<file path="src/wsrx_pkg.sv">
// Package for the WebSocket receive deframer: parse phases, result codes,
// header constants and the result record. No dependencies.
package wsrx_pkg;

    localparam int BUFFER_LEN_BITS_DEF = 16;
    localparam int BUF_LEN_W           = 16;   // width of the buffer_length field

    typedef enum logic [2:0] {
        PH_IDLE    = 3'd0,
        PH_HDR1    = 3'd1,
        PH_EXTLEN  = 3'd2,
        PH_KEY     = 3'd3,
        PH_PAYLOAD = 3'd4,
        PH_DONE    = 3'd5
    } t_phase;

    // result_kind codes
    localparam logic [1:0] KIND_DATA   = 2'd0;
    localparam logic [1:0] KIND_EMPTY  = 2'd1;
    localparam logic [1:0] KIND_REJECT = 2'd2;

    // header constants
    localparam logic [3:0] OPC_CLOSE  = 4'h8;
    localparam logic [6:0] LEN7_EXT16 = 7'd126;
    localparam logic [6:0] LEN7_EXT64 = 7'd127;

    typedef struct packed {
        logic [1:0] result_kind;
        logic [7:0] payload_byte;
        logic       last_of_frame;
        logic       close_request;
        logic [3:0] frame_opcode;
        logic       final_fragment;
    } t_result;

endpackage

</file>
<file path="src/wsrx_skid.sv">
// Result register with a skid entry behind it; upstream ready is registered.
// Depends on wsrx_pkg (t_result).
module wsrx_skid
    import wsrx_pkg::*;
(
    input  logic    i_clk,
    input  logic    i_rst_n,
    input  logic    i_push,
    input  t_result i_data,
    output logic    o_ready,
    output logic    o_valid,
    output t_result o_data,
    input  logic    i_pop_ready
);

    logic    r_out_v;
    logic    r_skid_v;
    t_result r_out;
    t_result r_skid;
    logic    pop;

    assign pop     = r_out_v && i_pop_ready;
    assign o_ready = !r_skid_v;
    assign o_valid = r_out_v;
    assign o_data  = r_out;

    always_ff @(posedge i_clk) begin
        if (!i_rst_n) begin
            r_out_v  <= 1'b0;
            r_skid_v <= 1'b0;
        end else if (!r_out_v || pop) begin
            // output slot frees: refill from skid first, else from new transfer
            if (r_skid_v) begin
                r_out_v  <= 1'b1;
                r_skid_v <= 1'b0;
            end else begin
                r_out_v <= i_push;
            end
        end else if (i_push) begin
            r_skid_v <= 1'b1;
        end
    end

    always_ff @(posedge i_clk) begin
        if (!r_out_v || pop) begin
            r_out <= r_skid_v ? r_skid : i_data;
        end else if (i_push) begin
            r_skid <= i_data;
        end
    end

endmodule

</file>
<file path="config.mk">
export PLATFORM = sky130hd
export DESIGN_NAME = wsrx_skid
export DESIGN_NICKNAME = d
export VERILOG_FILES = /design/src/wsrx_pkg.sv /design/src/wsrx_skid.sv
export SDC_FILE = /design/constraint.sdc
export NUM_CORES = 1
export LEC_CHECK = 0
export ABC_AREA = 1
export CAP_MARGIN = 30
export CORE_MARGIN = 4
export CORE_UTILIZATION = 52
export DETAILED_ROUTE_END_ITERATION = 6
export DONT_BUFFER_PORTS = 1
export PLACE_DENSITY = 0.67
export SETUP_SLACK_MARGIN = 0.02
export SYNTH_ARGS = -nofsm -noshare
export SYNTH_HDL_FRONTEND = slang
export SYNTH_SLANG_ARGS = --single-unit
</file>
<file path="constraint.sdc">
create_clock -name i_clk -period 3.5 [get_ports i_clk]
set_input_delay 0.7 -clock i_clk [delete_from_list [all_inputs] [get_ports i_clk]]
set_output_delay 0.7 -clock i_clk [all_outputs]
set_load 0.02 [all_outputs]
</file>
==> flow_summary.json <==
{
  "status": "finished, final reports clean",
  "insertion_delay_ns": 0.33,
  "clock_power_share": 0.435,
  "dr.max_layer_used": "met4",
  "synth_top_cell_by_area": "edfxtp_1",
  "synth_warnings": 0,
  "dieArea_um2": 3447,
  "syn-num-nets": 121,
  "synthTopCellsByArea": "edfxtp_1 (76%), nand2_1 (15%), dfxtp_1 (3.0%), buf_6 (1.7%), buf_12 (1.5%)",
  "p_comb_frac": 0.024,
  "fin_ws_ns": 1.341,
  "drc": 0,
  "fin_nets": 127,
  "route.vias.total": 696,
  "synth_edf_count": 34,
  "m1WireLength_um": 866,
  "critPathTopFamily": "flip-flops",
  "period_needed_ns": 2.159,
  "fmax_mhz": 463.3,
  "cts_buffer_depth": 2,
  "worst_path_max_delay_cell": "dfxtp_1",
  "power_density_nw_per_um2": 666.9,
  "syn_area_um2": 1338,
  "die_x_um": 58.72,
  "n_antenna_cell": 0,
  "hp-class": "input port to register",
  "synth.most_common_cell": "nand2_1",
  "path_depth": 1,
  "gp_congestion": 0.6527,
  "r2r-start": "o_valid",
  "worstSetupStartpointType": "register",
  "synth_flop_cell": "edfxtp_1",
  "layout-drive-gt1-share": 0.1121,
  "cts_num_sinks": 36,
  "p_int_uw": 801.2,
  "cts_tree": "built",
  "antenna_found_initial": 0,
  "p_sw_frac": 0.1856,
  "vdd_drop_max_uv": 445.5,
  "grt_use_total": 0.1392,
  "crit_fanout": 20,
  "p_leak_nw": 0.5944,
  "finalMaxSlewViolations": 0,
  "syn_avg_cell_area_um2": 13.38,
  "cap_viol_max_count": 0,
  "cts_resized": 0,
  "io_buffers": 0,
  "crit_chain": "inv_2",
  "max_stage_delay_ns": 0.77,
  "yosys-top-cells-count": "nand2_1 (52), edfxtp_1 (34), nor2_1 (3)",
  "grt_pass1_vias": 718,
  "dp_hpwl_um": 1480,
  "min_path_cells": 0,
  "cts_inserted_buffers": 5,
  "area_delta_synth_final_pct": 10.29,
  "seqPwrFrac": 0.541,
  "firstDrtPassIters": 2,
  "rsz0062_at_grt": "false",
  "wl_met3_um": 139,
  "post_drt_via_cell_ratio": 5.080,
  "setup_tns_ns": 0,
  "r2r_cells": 3,
  "clock_skew_ns": 0.005346,
  "num_rows": 18,
  "cp-end-kind": "primary output",
  "hold_buffers": 0,
  "switching_power_uw": 182.6,
  "ant_nets": 0,
  "io-pin-count": 40,
  "synth_cells": 100,
  "grt_max_degree": 21,
  "critPathKind": "register to primary output",
  "critPathArrivalTime_ns": 1.46,
  "required_ns": 2.80,
  "hp-start": "i_data[7]",
  "synth.distinct_cells": 11,
  "wl_um": 2133,
  "place_worst_setup_slack_ns": 1.463,
  "clockRootBuffer": "clkbuf_4",
  "post_cts_buffers": 0,
  "min_to": "r_skid[7]",
  "coreArea_um2": 2455,
  "start_util": 0.5449,
  "reg2reg_slack_ns": 1.72,
  "htreeDepth": 2,
  "drtIter0Drc": 8,
  "total_power_uw": 983.8,
  "r2r_end": "r_skid[6]",
  "grt_pass1_wl_um": 3415,
  "path_buf_inv": 1,
  "met2RoutedLength_um": 1101,
  "synthArstFlopShare": 0,
  "max_slew.worst_pin.slew_ns": 0.7358,
  "finalSetupViolations": 0,
  "clkSlewWorstSetupHoldPaths_ns": 0.11,
  "finalCritPeriodShare": 0.6167,
  "seq_area_frac_synth": 0.7933,
  "yosysTopAreaCellShare": 0.7633,
  "synth-seq-cells": 36,
  "maxSlewHeadroom": 0.5083,
  "grt.overflow.total": 0,
  "wl_per_cell_um": 15.57,
  "fp.dieH_um": 58.72,
  "finalHoldViolations": 0
}
==> registers in the layout, summed over array words and instances (netlist names) <==
name,count
r_skid,17
o_valid,1
o_data,17
r_skid_v,1
==> layout make-up <==
type	instances	area [µm²]
clock buffers	5	37.54
clock inverters	3	90.09
fillers	199	979.7
inverters	3	11.26
multi-input cells	58	222.7
flip-flops and latches	36	1061
well taps	30	37.54
repair buffers	2	15.01
==> metal layers <==
layer  GRT usage  vias to the layer above
met2      0.2217                       25
met1      0.1549                      323
met3     0.07237                        4
met4     0.06472                        0
met5           0                        -
li1            -                      344
==> cell usage in the layout, fill, tap and decap left out <==
master	instances
buf_4	2
bufinv_16	3
clkbuf_4	5
dfxtp_1	2
edfxtp_1	34
inv_1	2
inv_2	1
nand2_1	52
nand2_2	1
nand3_1	1
nor2_1	3
o21ai_0	1
==> through the flow <==
| step | hold slack (ns) | instances | util | area (µm²) |
|---|---|---|---|---|
| 2_1_floorplan | 0.4943 | 100 | - | 1338 |
| 3_3_place_gp | 0.5054 | 129 | 0.5489 | 1348 |
| 3_5_place_dp | 0.5066 | 129 | 0.5489 | 1348 |
| 4_1_cts | 0.4335 | 137 | 0.6009 | 1475 |
| 5_1_grt | 0.4173 | 137 | 0.6009 | 1475 |
| 6_report | 0.4556 | 137 | 0.6009 | 1475 |
==> power by group through the flow <==
stage	clock [mW]	sequential [mW]	combinational, mW
floorplan	0	0.538	0.0213
global placement	0	0.541	0.0232
detailed placement	0	0.543	0.0239
CTS	0.438	0.533	0.0242
global route	0.457	0.535	0.0279
finish	0.428	0.532	0.0236
==> kinds of logic (layout without fill, tap and decap cells) <==
| family | after synthesis | count (layout) | synth area share |
|---|---|---|---|
| compound gates | 1 | 1 | 0.003738 |
| flops | 36 | 36 | 0.7933 |
| simple gates | 57 | 57 | 0.1628 |
| buf+inv | 6 | 13 | 0.04022 |
==> how the worst max path moves through the flow <==
stage                  to   startpoint  slack [ns]
4_1_cts           o_ready     r_skid_v        1.33
5_1_grt           o_ready     r_skid_v        1.21
3_3_place_gp   r_skid[11]  i_pop_ready        1.51
2_1_floorplan   r_skid[0]  i_pop_ready        1.16
3_5_place_dp   r_skid[11]  i_pop_ready        1.46
6_report          o_ready     r_skid_v        1.34
Note: power is estimated with default switching activity, not from simulation.
